## src/reversible_rotating_queue_macros.svh

```systemverilog
// Assertion helpers for the queue. Clock and reset are taken from the using module.
`ifndef REVERSIBLE_ROTATING_QUEUE_MACROS_SVH
`define REVERSIBLE_ROTATING_QUEUE_MACROS_SVH

// Same-cycle implication.
`define RRQ_ASSERT_NOW(label, ante, cons) \
   label: assert property (@(posedge clock) disable iff (reset) (ante) |-> (cons)) \
      else $error("queue check failed");

// Next-cycle implication.
`define RRQ_ASSERT_NEXT(label, ante, cons) \
   label: assert property (@(posedge clock) disable iff (reset) (ante) |=> (cons)) \
      else $error("queue check failed");

`endif

```

## src/rrq_rem.sv

```systemverilog
`default_nettype none

// Restoring remainder unit: one quotient bit per cycle, over all NUM_W dividend bits.
module rrq_rem #(
   parameter int NUM_W = 32,
   parameter int DEN_W = 11
) (
   input  wire logic             clock,
   input  wire logic             reset,
   input  wire logic             start,
   input  wire logic [NUM_W-1:0] numer,
   input  wire logic [DEN_W-1:0] denom,
   output logic                  done,
   output logic [DEN_W-1:0]      rem
);

   localparam int CNT_BITS = $clog2(NUM_W + 1);

   logic [NUM_W-1:0]    num_ff, num_in;
   logic [DEN_W-1:0]    den_ff, den_in;
   logic [DEN_W-1:0]    rem_ff, rem_in;
   logic [CNT_BITS-1:0] cnt_ff, cnt_in;
   logic                busy_ff, busy_in;
   logic                done_ff, done_in;
   logic [DEN_W:0]      trial;

   always_comb begin
      num_in  = num_ff;
      den_in  = den_ff;
      rem_in  = rem_ff;
      cnt_in  = cnt_ff;
      busy_in = busy_ff;
      done_in = 1'b0;
      trial   = {rem_ff, num_ff[NUM_W-1]};
      if (start) begin
         num_in  = numer;
         den_in  = denom;
         rem_in  = '0;
         cnt_in  = CNT_BITS'(NUM_W);
         busy_in = 1'b1;
      end else if (busy_ff) begin
         // shift in the next dividend bit, subtract when it fits
         if (trial >= {1'b0, den_ff}) begin
            rem_in = DEN_W'(trial - {1'b0, den_ff});
         end else begin
            rem_in = trial[DEN_W-1:0];
         end
         num_in = num_ff << 1;
         cnt_in = cnt_ff - CNT_BITS'(1);
         if (cnt_ff == CNT_BITS'(1)) begin
            busy_in = 1'b0;
            done_in = 1'b1;
         end
      end
   end

   always_ff @(posedge clock) begin
      if (reset) begin
         busy_ff <= 1'b0;
         done_ff <= 1'b0;
         cnt_ff  <= '0;
      end else begin
         busy_ff <= busy_in;
         done_ff <= done_in;
         cnt_ff  <= cnt_in;
      end
   end

   always_ff @(posedge clock) begin
      num_ff <= num_in;
      den_ff <= den_in;
      rem_ff <= rem_in;
   end

   assign done = done_ff;
   assign rem  = rem_ff;

endmodule

`default_nettype wire

```

## config.mk

```make
export PLATFORM = sky130hd
export DESIGN_NAME = rrq_rem
export DESIGN_NICKNAME = d
export VERILOG_FILES = /design/src/reversible_rotating_queue_macros.svh /design/src/rrq_rem.sv
export SDC_FILE = /design/constraint.sdc
export NUM_CORES = 1
export LEC_CHECK = 0
export BUFFER_PORTS_ARGS = -buffer_cell sky130_fd_sc_hd__buf_2
export CAP_MARGIN = 15
export CORE_ASPECT_RATIO = 1.25
export CORE_MARGIN = 2
export CORE_UTILIZATION = 40
export CTS_BUF_LIST = sky130_fd_sc_hd__clkbuf_2
export CTS_CLUSTER_DIAMETER = 80
export DETAILED_ROUTE_END_ITERATION = 10
export PLACE_DENSITY_LB_ADDON = 0.25
export SLEW_MARGIN = 20
export SYNTH_ARGS = -nofsm -noshare
export SYNTH_HDL_FRONTEND = slang
export SYNTH_SLANG_ARGS = --single-unit
```

## constraint.sdc

```tcl
create_clock -name clock -period 5.1 [get_ports clock]
set_input_delay 0.255 -clock clock [delete_from_list [all_inputs] [get_ports clock]]
set_output_delay 0.255 -clock clock [all_outputs]
set_load 0.01 [all_outputs]
```

=== Word-level counts from Yosys, hierarchy flattened ===
Cells that the tools add are included.
Widths: inputs -> output; s select.

* Register bits: 62
* Bits of input ports: 46
* Output and inout port bits: 12

* Add/subtract/negate cells: 2
* Magnitude comparators: 1
* Eq/ne operators: 1
* Multiplexer cells: 9
* Bitwise gates (word level): 1
* Reduce and logical (&&, ||, !) cells: 3

{| class="wikitable"
|+ Operators with widths
! kind !! number
|-
| $mux 32 || 2
|-
| $ge 12x11->1 || 1
|-
| $mux 6 || 2
|-
| $mux 11 || 1
|-
| $sub 11x11->11 || 1
|-
| $eq 6x1->1 const B || 1
|-
| $sub 6x1->6 const B || 1
|-
| $mux 1 || 4
|-
| $reduce_or 3->1 || 1
|-
| $reduce_bool 2->1 || 1
|-
| $reduce_or 2->1 || 1
|-
| $not 1->1 || 1
|}

=== Longest topological paths before layout ===
Gate-level depths: netlist of run 1.

* Word-level depth: 4
* Gate-level depth with buffers: 10
* Depth with buffers taken out: 9

=== Worst setup path before layout of run 1 ===
Ideal clock, no wire load.

* Path kind: register to register
* Start: register num_ff[31]
* End: register rem_ff[8], in the netlist rem[8]
* Data arrival time: 2.158 ns
* Data required time: 4.983 ns
* Slack: 2.824 ns
* Cell stages (with the launch flop): 10
* Buffers on the path: 0
* Clock period less this slack: 2.276 ns
* Cell sequence: edfxtp_1 -> inv_1 -> ha_1 -> fa_1 -> nand2b_1 -> a21oi_1 -> o2111a_2 -> nor2_1 -> or3_1 -> a32o_1

* Longest elaborated chain between the ends: 2

{| class="wikitable"
|+ RTL lines
! what !! line !! RTL
|-
| start: declaration || rrq_rem.sv:19 || <nowiki>logic [NUM_W-1:0] num_ff, num_in;</nowiki>
|-
| start signal: assignment || rrq_rem.sv:70 || <nowiki>num_ff <= num_in;</nowiki>
|-
| $sub 11x11->11 or $ge 12x11->1 (tied branches) || rrq_rem.sv:44, rrq_rem.sv:43 ||
|-
| $mux 11 * || rrq_rem.sv:43 || <nowiki>if (trial >= {1'b0, den_ff}) begin</nowiki>
|-
| end signal: assignment || rrq_rem.sv:72 || <nowiki>rem_ff <= rem_in;</nowiki>
|-
| end: declaration || rrq_rem.sv:21 || <nowiki>logic [DEN_W-1:0] rem_ff, rem_in;</nowiki>
|}

Mark *: on every way between the ends. The rest lies on a longest branch, timed or not.
A chain may end at the register's enable or synchronous reset.

=== Worst setup path after layout of run 1 ===
* Start: register num_ff[31]
* End: register rem_ff[0], in the netlist rem[0]

The elaborated chain is that of the path after synthesis.

==> results by stage, run 1 <==
Layout:
- In the final layout, the share of cells above drive strength 1 is 31.81%.
- Leaving out filler cells and counting taps, the final layout contains 441.
- The area growth from synthesis to layout is 24.47%.
- The antenna cell count is 0.
- At the end of the flow, the number of nets in the layout was around 400.

Worst setup path:
- On the critical path, the stage with the largest delay is an instance of fa_1.
- In this run the number of cells on the critical path is 9.
- The maximum fanout along the worst path is 15.
- The largest stage delay on the critical path is around 0.40 ns.
- The kind of cell with the highest combined delay along the critical path is compound AO/OA/AOI/OAI gates.
- The critical path ends at rem[0].
- The worst register-to-register path ends at rem[0].
- The number of buffers and inverters on the critical path is 1.
- The critical path goes through inv_1 -> ha_1 -> fa_1 -> nand2b_1 -> a21oi_1 -> o2111a_2 -> a211o_4 -> mux2_4 -> a211oi_2.
- The critical register-to-register path startpoint is num_ff[31].
- For flop-to-flop paths, the worst setup slack is 2.54 ns.
- For the worst setup path, the data arrival time is roughly 3.0 ns.
- STA puts the critical path data required time at 5.53 ns.
- Tracing the worst setup path back leads to its startpoint at num_ff[31].
- The cell depth of the worst flop-to-flop path is 9.
- STA classifies the critical path startpoint as a flip-flop.
- The type of destination of the critical path is a flip-flop.
- The kind of critical path is reg -> reg.

Floorplan:
- The number of placement rows is 35.
- The vertical die dimension is 102.2 um.
- The total area inside the core boundary comes to between 7000 and 8000 sq um.
- The floorplan step defined a die boundary enclosing 8443 sq um.
- The effective utilization at floorplan is 41.48%.
- In this run the count of I/O pins placed on the die edge is 58.
- The horizontal die dimension is 82.59 um.

Timing:
- The part of the cycle the worst path needs is between 50% and 60%.
- Adding up every negative setup slack in the final design gives 0 ns.
- The tightest slew margin relative to the limit is 48.31%.
- The number of hold violations in the final report is 0.
- Setup violations remaining at the end of the flow were counted as 0.
- The maximum clock frequency is between 0.3 and 0.4 GHz.
- The number of pins with negative max-slew slack in the final report is 0.
- The actual slew at the worst max-slew pin is approximately 0.77 ns.
- The final critical delay including setup and external delays is 2.562 ns.
- Setup repair after global routing left no endpoint under its margin.
- On the final layout, the worst clock skew is between 0.02 and 0.03 ns.

Clock tree:
- The number of H-tree levels is 3.
- The cell sitting at the root of the clock tree is a clkbuf_2.
- The clock slew seen by the registers of the worst setup and hold paths is roughly 0.20 ns.
- Clock tree synthesis inserted a total of 9 buffers.
- The CTS tree is yes.
- The tree built by TritonCTS fans out to 62 sinks.
- The later pin in the worst-skew pair is clocked with a latency of roughly 0.5 ns.
- The number of instances resized during post-cts repair is 0.
- The deepest clock path buffer count is 2.

Drt:
- The number of vias per cell after detailed routing is 5.000.
- The detailed-route DRC error count is 0.
- The post-route antenna net violation count is 0.
- The routed design has 6138 um of wire.
- The total vias in the final route is 2205.
- After the first detailed-routing iteration, the DRC count stood at between 90 and 100.
- The first detailed-routing pass took 6 iterations.
- The average routed wire per standard cell is 13.92 um.

Power and ir drop:
- The worst-case IR drop observed on VDD is 0.0001833 V.
- The power per cell area is 297.4 nW/um^2.
- The reported leakage power is about 1.6 nW.

Synthesis:
- Yosys printed 0 warnings.
- After technology mapping, the gate count stands at 255.
- Of the synthesized area, sequential elements account for 54.13%.
- The count of unique library cells instantiated by Yosys is 52.
- The number of flops mapped to enable cells by yosys is 43.
- The net count after synthesis is 315.
- Averaged over all synthesized cells, the footprint is 12.11 sq um.
- The number of register bits inferred by synthesis is 62.
- The share of synthesized flip-flops with an asynchronous set or reset is 0%.
- The synthesized cell area is 3088 sq um.
- The main flop type after synthesis is edfxtp_1.

Global routing:
- The number of global-route vias before repair is 2127.
- The maximum number of pins on one net before global-route repair is 54.
- The sum of overflow across all layers after global routing is 0.
- The initial antenna violation count is 0.
- The total global routing track utilization is 15.69%.
- The first-pass GRT wire length is 9701 um.

Placement:
- The HPWL after detailed placement is about 4200 um.
- The cell total after placement is 398.
- The number of input and output port buffers inserted is 57.
- At the end of routability-driven placement, the weighted congestion stood at between 0.8 and 0.9.

Status:
- The run finished with clean final reports.

Run:
- The number of max-cap violations is 0.

Min path:
- The type of the most critical hold path is in -> reg.
-- per-layer routing --
layer  global-route usage [%]  vias to the layer above  wire (um)
li1                         -                     1106          -
met1                    19.56                     1040       2693
met2                    25.06                       51       3036
met3                    5.035                        8        299
met4                    6.431                        0        109
met5                        0                        -          0
-- cell type report --
| type | instances | area (sq um) |
|---|---|---|
| multi-input combinational | 167 | 1303 |
| tap | 92 | 115.1 |
| fill | 712 | 3601 |
| timing repair buffer | 86 | 570.5 |
| inverter | 18 | 67.56 |
| clock inverter | 7 | 71.32 |
| clock buffer | 9 | 45.04 |
| sequential | 62 | 1672 |
-- placed cells by master (no fill, tap or decap), drive strengths merged, types with 3 or more instances in the layout --
cell and instances:
inv 20, xnor2 4, mux2i 7, buf 59
or3 3, dlygate4sd3 27, nor2 23, o21ai 7
mux2 32, edfxtp 43, nor3 5, nor4 3
a21oi 8, nand2 15, dfxtp 19, nand2b 3
ha 13, clkbuf 9, or2 3, a211oi 3
xor2 5
-- synth_stat cells, types with 2 or more instances --
cell type	count	share of area [%]
or3_1	3	0.61
mux2i_1	7	2.3
edfxtp_1	43	42
a21o_1	2	0.49
nand3_1	2	0.32
nor4_1	3	0.61
o21ai_1	4	0.65
xor2_1	5	1.4
dfxtp_1	19	12
a211oi_1	2	0.49
and4_1	2	0.57
nand4_1	2	0.41
buf_1	3	0.36
inv_1	18	2.2
nand2_1	15	1.8
and2_1	2	0.41
mux2_2	31	11
ha_1	13	5.3
xnor2_1	4	1.1
o211ai_1	2	0.49
nand2b_1	3	0.61
nor2_1	23	2.8
a21oi_1	8	1.3
o21a_1	2	0.49
nor3_1	5	0.81
o21ai_0	3	0.49
clkbuf_1	4	0.49
-- kinds of logic after synthesis --
logic type,share of synthesized area (%)
buffers and inverters,3.687
flip-flops,54.13
XOR/XNOR,2.552
adder cells (fa/ha/maj),5.916
multiplexers,14.06
AND/OR/NAND/NOR,10.86
AO/OA/AOI/OAI,8.793
-- worst min-delay path by stage --
| stage | start | end | slack (ns) | depth (start not counted) |
|---|---|---|---|---|
| after global routing | numer[1] | num_ff[1] | 0.001 | 2 |
| after global placement | denom[9] | den_ff[9] | 0.43 | 1 |
| final | numer[31] | num_ff[31] | 0.05 | 2 |
| after detailed placement | denom[9] | den_ff[9] | 0.43 | 1 |
| after CTS | numer[20] | num_ff[20] | 0.0009 | 2 |
| after floorplan | reset | busy_ff | 0.33 | 1 |
-- state kept, by name, summed over array words and instances, names as in the netlist --
name     count
num_ff      32
den_ff      11
rem         11
cnt_ff       6
busy_ff      1
done         1
-- timing repair --
item	in CTS	in global routing
buffers inserted	0	0
hold buffers	22	5
hold endpoints to repair	23	5
-- power by group --
group | internal, mW | switching, mW | leakage, nW
Sequential | 0.590 | 0.0227 | 0.585
Combinational | 0.114 | 0.111 | 0.958
Clock | 0.114 | 0.192 | 0.0664
Total | 0.817 | 0.326 | 1.61
-- metrics by stage --
stage	hold WS (ns)	area (sq um)	setup slack [ns]	utilization, %	total power [mW]
6_report	0.05274	3844	2.538	51.63	1.143
5_1_grt	0.001220	3844	2.384	51.63	1.205
4_1_cts	0.0008807	3794	2.544	50.96	1.157
3_5_place_dp	0.4341	3457	2.587	46.44	0.8343
3_3_place_gp	0.4333	3457	2.663	46.44	0.8286
2_1_floorplan	0.3274	3088	2.824	-	0.7756
Note: power is estimated with default switching activity, not from simulation.
==> run 2: changes to the inputs <==
Clock period 5.1 ns to 2.4 ns, I/O delays scaled along.
==> run 2 against run 1 <==
Compared with the run above:
- sequential share of layout area down 3.5 points
- clock skew down 0.0082 ns
- critical path depth shrank 1
- setup slack got worse by 2.4 ns
- die area unchanged
- largest power group unchanged
- highest routed layer unchanged
==> results by stage, run 2 (synthesis results as in run 1) <==
Status:
- The run finished with clean final reports.

Timing:
- The final critical delay including setup and external delays is 2.269 ns (-0.2933 ns).
- The count of final setup violators is 0 (unchanged).
- The post-route setup TNS came to 0 ns (unchanged).
- The number of pins with negative max-slew slack in the final report is 0 (unchanged).
- The tightest slew margin relative to the limit is 59.89% (+12 points).
- Setup repair after global routing left no endpoint under its margin.
- The number of hold violations in the final report is 0 (unchanged).
- The part of the cycle the worst path needs is 94.54% (+44 points).
- The maximum clock frequency is 0.4407 GHz (+13%).
- The tightest hold margin was 0.3253 ns (+0.2725 ns).
- The actual slew at the worst max-slew pin came to 0.5994 ns (-0.1751 ns).
- The final worst clock skew came to 0.01977 ns (-0.008164 ns).

Worst setup path:
- The required time of the critical path is 2.81 ns (-2.72 ns).
- The critical path startpoint category is a flip-flop.
- The startpoint identified for the worst register-to-register timing path is den_ff[9].
- The data arrival time of the worst path was 2.68 ns (-0.31 ns).
- The maximum fanout along the worst path is 9 (-6).
- The kind of critical path is reg -> reg.
- The worst setup path is captured at a flip-flop.
- The launch point of the worst path is den_ff[9].

Power and ir drop:
- The largest vdd supply drop is 0.0004546 V (+150%).
- The design internal power came to 1.903 mW (+130%).
- The power per cell area is 628.9 nW/um^2 (+110%).
- The fraction of power consumed by the clock network came to 29.4% (+2.7 points).
- The sequential share of power is 49.2% (-4.4 points).
- The reported leakage power was 1.785 nW (+11%).
- The part of the power in combinational logic is 21.4% (+1.7 points).
- The reported net switching power is 0.7278 mW (+120%).
- The switching share of power is 27.66% (-0.85 points).

Layout:
- The library cell used most frequently in the layout, excluding fill and tap cells, is buf_2.
- The post-layout instance area is 4184 sq um (+8.9%).
- The fraction of final layout cells sized beyond drive strength 1 is 34.38% (+2.6 points).
- Relative to the synthesized area, the layout overhead comes to 35.49%.
- The largest register by flop count is num_ff.
- The count of placed standard cells in the final layout, fillers left out came to 473 (+7.3%).
- The flip-flop count of the largest register, all copies and words added was 32 (unchanged).
- The sequential cell area is 1673 sq um (about the same).
- The net count of the finished layout is 436 (+7.9%).
- The multi-input logic area is 1329 sq um (+2.0%).
- The top cell types in the final layout, fill and taps aside, are 57 x buf_2, 46 x dlygate4sd3_1, 43 x edfxtp_1.
- The fill cell instance count of the final layout is 672 (-5.6%).
- The antenna cell count came to 0 (unchanged).

Drt:
- The average routed wire per standard cell is 13.93 um (about the same).
- The detailed-route DRC error count was 0 (unchanged).
- The detailed-routing iteration count for the pre-antenna-repair pass is 4 (-2).
- The final routed wirelength across all metal layers came to 6588 um (+7.3%).
- The DRC violation total after the first TritonRoute iteration is 119 (+28%).
- The post-route antenna net violation count was 0 (unchanged).
- The total vias in the final route is 2369 (+7.4%).
- The number of vias per cell after detailed routing was 5.008 (+0.17%).

Clock tree:
- The total number of clock tree sinks was 62 (unchanged).
- The number of buffers created by CTS is 9 (unchanged).
- The CTS root buffer is clkbuf_2.
- The deepest clock path buffer count was 2 (unchanged).
- The clock latency reported for the late side of the worst-skew pair is 0.49 ns (about the same).
- The clock slew seen by the registers of the worst setup and hold paths is 0.20 ns (about the same).
- The number of H-tree levels is 3 (unchanged).
- TritonCTS built the clock tree.

Floorplan:
- The effective utilization at floorplan is 41.48% (unchanged).
- The core box area is 7445 sq um (unchanged).
- The area of the die is 8443 sq um (unchanged).
- The vertical die dimension is 102.2 um (unchanged).
- The number of placement rows is 35 (unchanged).
- The I/O pin count is 58 (unchanged).
- The horizontal die dimension is 82.59 um (unchanged).

Global routing:
- The initial antenna violation count is 0 (unchanged).
- The sum of overflow across all layers after global routing is 0 (unchanged).
- The total global routing track utilization is 17.09% (+1.4 points).
- The number of global-route vias before repair was 2348 (+10%).
- The first-pass GRT wire length is 10730 um (+11%).
- The maximum number of pins on one net before global-route repair was 23 (-57%).

Run:
- The number of max-cap violations is 0 (unchanged).

Placement:
- The final RePlAce weighted congestion was 0.8661 (+6.6%).
- The cell total after placement is 407 (+2.3%).
- The number of input and output port buffers inserted is 57 (unchanged).
- The half-perimeter wire length of the detailed placement result came to 4222 um (-0.29%).
- The post-place instance area is 3525 sq um (+2.0%).

Min path:
- The launch point of the worst hold path is reset.
- The type of the most critical hold path is in -> reg.
run 2: per-stage QoR:
step / power [mW] / util, % / setup slack [ns]
floorplan: 1.648 / - / 0.1243
global placement: 1.779 / 47.34 / 0.08072
detailed placement: 1.787 / 47.34 / 0.06345
CTS: 2.617 / 55.43 / 0.02904
global route: 2.767 / 56.20 / 0.003826
finish: 2.631 / 56.20 / 0.1310
run 2: timing repair:
item | CTS | global route
setup endpoints to repair | 0 | 8
resized for setup | 0 | 7
hold buffers | 46 | 0
buffers inserted | 0 | 4
endpoints found under the hold margin | 56 | 0
run 2: final timing paths:
| path | depth (start not counted) | slack, ns | endpoint |
|---|---|---|---|
| max reg2reg | 8 | 0.13 | rem[8] |
| max | 8 | 0.13 | rem[8] |
| min | 3 | 0.33 | cnt_ff[5] |
| min reg2reg | 2 | 0.51 | cnt_ff[1] |
run 2: per-layer routing:
layer | up-vias | part of all wire, % | GRT usage [%]
li1 | 1178 | - | -
met1 | 1128 | 44 | 21.31
met2 | 53 | 50 | 27.36
met3 | 10 | 4.3 | 4.859
met4 | 0 | 1.4 | 7.818
met5 | - | 0 | 0
run 2: critical path, stage by stage (launching register included):
cell and delay [ns]:
edfxtp_1 0.40, inv_1 0.06, ha_2 0.30, a21o_1 0.18, a211o_1 0.34, a211o_4 0.37
buf_4 0.15, o21a_1 0.16, a32o_1 0.24
run 2: area by class of cell:
| class | instances | area share (%) |
|---|---|---|
| Timing Repair Buffer | 118 | 20.51 |
| Clock buffer | 9 | 1.077 |
| Multi-Input combinational cell | 167 | 31.76 |
| Inverter | 18 | 1.615 |
| Sequential cell | 62 | 39.98 |
| Tap cell | 92 | 2.751 |
| Clock inverter | 7 | 2.303 |
run 2: power by group through the flow:
stage                     logic, mW  clock network, mW  registers (mW)
after floorplan               0.333                  0            1.31
after global placement        0.463                  0            1.32
after detailed placement      0.469                  0            1.32
after CTS                     0.531              0.791            1.29
after global routing          0.620              0.838            1.31
final                         0.562              0.774            1.29
==> run 3: changes to the inputs <==
Settings changed: CORE_UTILIZATION 40 to 57, RECOVER_POWER from default to 25.
==> run 3 against run 2 <==
Compared with the run above:
- combinational power up 3%
- global-route usage rose by 8.1 points
- register-to-register slack got worse by 0.03 ns
- final cell count down 7.0%
- non-clock buffer count fell by 3
- total power increased by 3.8%
- fmax decreased by 1.4%
- routed wire length rose by 10%
- critical path type unchanged
- largest cell class unchanged
==> results by stage, run 3 (synthesis results as in run 1) <==
Worst setup path:
- The most critical setup path has its startpoint at den_ff[0].
- The worst register-to-register path begins at den_ff[0].
- The kind of critical path is reg -> reg.
- The slack of the worst reg-to-reg path is 0.1 ns (-0.03 ns).
- The data arrival time of the worst path is 2.68 ns (about the same).
- The maximum fanout along the worst path is 2 (-7).
- The critical path startpoint category is a flip-flop.
- The most critical setup path has its endpoint at rem[8].
- Traced cell by cell, the critical path runs through ha_4 -> fa_2 -> nand2b_1 -> a21oi_1 -> o2111a_2 -> nor2_1 -> or3_1 -> a32o_1.
- The type of destination of the critical path is a flip-flop.
- The largest stage delay on the critical path was 0.45 ns (+0.05 ns).
- The worst-path cell with the longest stage delay is edfxtp_1.
- The kind of cell adding the most delay to the critical path is compound AO/OA/AOI/OAI gates.
- The endpoint identified for the worst register-to-register timing path is rem[8].
- The number of buffers and inverters on the critical path was 0 (-2).
- The required time of the critical path is 2.78 ns (-0.03 ns).
- The critical path depth in cells is 8 (unchanged).
- The cell depth of the worst flop-to-flop path is 8 (unchanged).

Global routing:
- The maximum number of pins on one net before global-route repair is 33 (+43%).
- The number of global-route vias before repair is 2483 (+5.7%).
- The first-pass GRT wire length came to 11450 um (+6.7%).
- The sum of overflow across all layers after global routing came to 0 (unchanged).
- The total global routing track utilization is 25.21% (+8.1 points).
- The initial antenna violation count came to 0 (unchanged).

Layout:
- The most common cell after layout, fill and taps aside is buf_2.
- The fraction of final layout cells sized beyond drive strength 1 came to 32.80% (-1.6 points).
- num_ff holds more flip-flops than any other register.
- The fill cell instance count of the final layout is 305 (-55%).
- The antenna cell count is 0 (unchanged).
- Relative to the synthesized area, the layout overhead comes to 34.56%.
- The post-layout instance area came to 4155 sq um (-0.69%).
- Leaving out fill and tap cells, the most frequent cells in the layout are 54 x buf_2, 45 x dlygate4sd3_1, 43 x edfxtp_1.
- The flip-flop count of the largest register, all copies and words added is 32 (unchanged).
- The net count of the finished layout came to 433 (-0.69%).

Power and ir drop:
- The reported leakage power came to 1.762 nW (-1.3%).
- The reported net switching power is 0.7067 mW (-2.9%).
- The overall power consumption is 2.731 mW (+3.8%).
- The power per cell area is 657.3 nW/um^2 (+4.5%).
- The largest vdd supply drop is 0.0004715 V (+3.7%).
- The sequential share of power was 47.8% (-1.4 points).
- The switching share of power was 25.87% (-1.8 points).
- The fraction of power consumed by the clock network is 31.0% (+1.6 points).
- The design internal power is 2.025 mW (+6.4%).
- The part of the power in combinational logic is 21.3% (about the same).

Timing:
- The tightest slew margin relative to the limit came to 17.86% (-42 points).
- The final worst clock skew came to 0.02411 ns (+0.004336 ns).
- The part of the cycle the worst path needs is 95.87% (+1.3 points).
- The count of final setup violators was 0 (unchanged).
- The tightest hold margin is 0.3437 ns (+0.01841 ns).
- The number of hold violations in the final report is 0 (unchanged).
- The final critical delay including setup and external delays is 2.301 ns (+0.03181 ns).
- The setup slack of the critical path after layout came to 0.09917 ns (-0.03181 ns).
- The number of pins with negative max-slew slack in the final report came to 0 (unchanged).
- The actual slew at the worst max-slew pin is 1.232 ns (+0.6327 ns).
- The maximum clock frequency is 0.4346 GHz (-1.4%).

Clock tree:
- The clock slew seen by the registers of the worst setup and hold paths is 0.19 ns (about the same).
- The number of buffers created by CTS is 9 (unchanged).
- TritonCTS built the clock tree.
- The total number of clock tree sinks was 62 (unchanged).
- The deepest clock path buffer count was 2 (unchanged).
- The clock latency reported for the late side of the worst-skew pair is 0.47 ns (-0.02 ns).
- The CTS root buffer is clkbuf_2.
- The number of H-tree levels is 3 (unchanged).

Drt:
- The number of vias per cell after detailed routing is 5.498 (+9.8%).
- The post-route antenna net violation count is 0 (unchanged).
- The detailed-route DRC error count is 0 (unchanged).
- The final routed wirelength across all metal layers was 7255 um (+10%).
- The average routed wire per standard cell was 16.49 um (+18%).
- The detailed-routing iteration count for the pre-antenna-repair pass was 4 (unchanged).
- The DRC violation total after the first TritonRoute iteration is 141 (+18%).
- The total vias in the final route is 2419 (+2.1%).

Placement:
- The number of input and output port buffers inserted is 57 (unchanged).
- The half-perimeter wire length of the detailed placement result is 4356 um (+3.2%).
- The post-place instance area is 3492 sq um (-0.92%).
- The final RePlAce weighted congestion came to 0.8716 (+0.64%).
- The worst slack after detailed placement came to 0.09133 ns (+0.02788 ns).

Floorplan:
- The horizontal die dimension is 69.83 um (-15%).
- The number of placement rows is 29 (-17%).
- The area of the die is 6026 sq um (-29%).
- The core box area is 5152 sq um (-31%).
- The I/O pin count is 58 (unchanged).
- The vertical die dimension came to 86.29 um (-16%).
- The effective utilization at floorplan was 59.93% (+18 points).

Status:
- The run finished with clean final reports.

Min path:
- In this run the worst hold path is classified as in -> reg.

Run:
- The number of max-cap violations is 0 (unchanged).
## run 3: timing repair
action                                  in CTS  in global routing
gates resized for setup                      0                  7
endpoints found under the hold margin       53                  0
setup buffers                                0                  2
endpoints found under the setup margin       0                  9
hold buffers                                45                  0
## run 3: power by group through the flow
stage | Sequential, mW | Clock [mW] | Combinational (mW)
global placement | 1.32 | 0 | 0.465
detailed placement | 1.32 | 0 | 0.481
global route | 1.31 | 0.902 | 0.635
CTS | 1.30 | 0.856 | 0.539
finish | 1.30 | 0.846 | 0.581
floorplan | 1.31 | 0 | 0.333
## run 3: through the flow
stage / instances / setup TNS, ns / util (%)
global route: 440 / -0.02343 / 80.65
finish: 440 / 0 / 80.65
global placement: 376 / 0 / 67.78
detailed placement: 376 / 0 / 67.78
floorplan: 255 / 0 / -
CTS: 437 / 0 / 79.53
## run 3: area by class of cell
cell class	count	area [sq um]	area share [%]
clock buffers	12	60.06	1.445
clock inverters	4	95.09	2.288
multi-input cells	167	1328	31.95
flip-flops and latches	62	1672	40.23
well taps	62	77.57	1.867
repair buffers	115	855.8	20.60
inverters	18	67.56	1.626
## run 3: how the worst min path moves through the flow
stage	start	endpoint	depth (start not counted)
final	denom[4]	den_ff[4]	2
after global routing	denom[4]	den_ff[4]	2
after CTS	denom[2]	den_ff[2]	2
after detailed placement	denom[7]	den_ff[7]	1
after global placement	denom[3]	den_ff[3]	1
after floorplan	reset	busy_ff	1
## run 3: worst reg2reg max path, delay by kind of cell, from the launching register on
| family | cells | cell delay (ns) |
|---|---|---|
| compound gates | 3 | 0.65 |
| fa+ha+maj | 2 | 0.57 |
| simple gates | 3 | 0.52 |
| flops | 1 | 0.45 |
## run 3: routing by layer
layer  up-vias  routed length, um  GRT usage, %
li1       1170                  -             -
met4         0                144         14.69
met5         -                  0             0
met1      1135               2858         27.75
met2        98               3918         45.28
met3        16                333         4.884
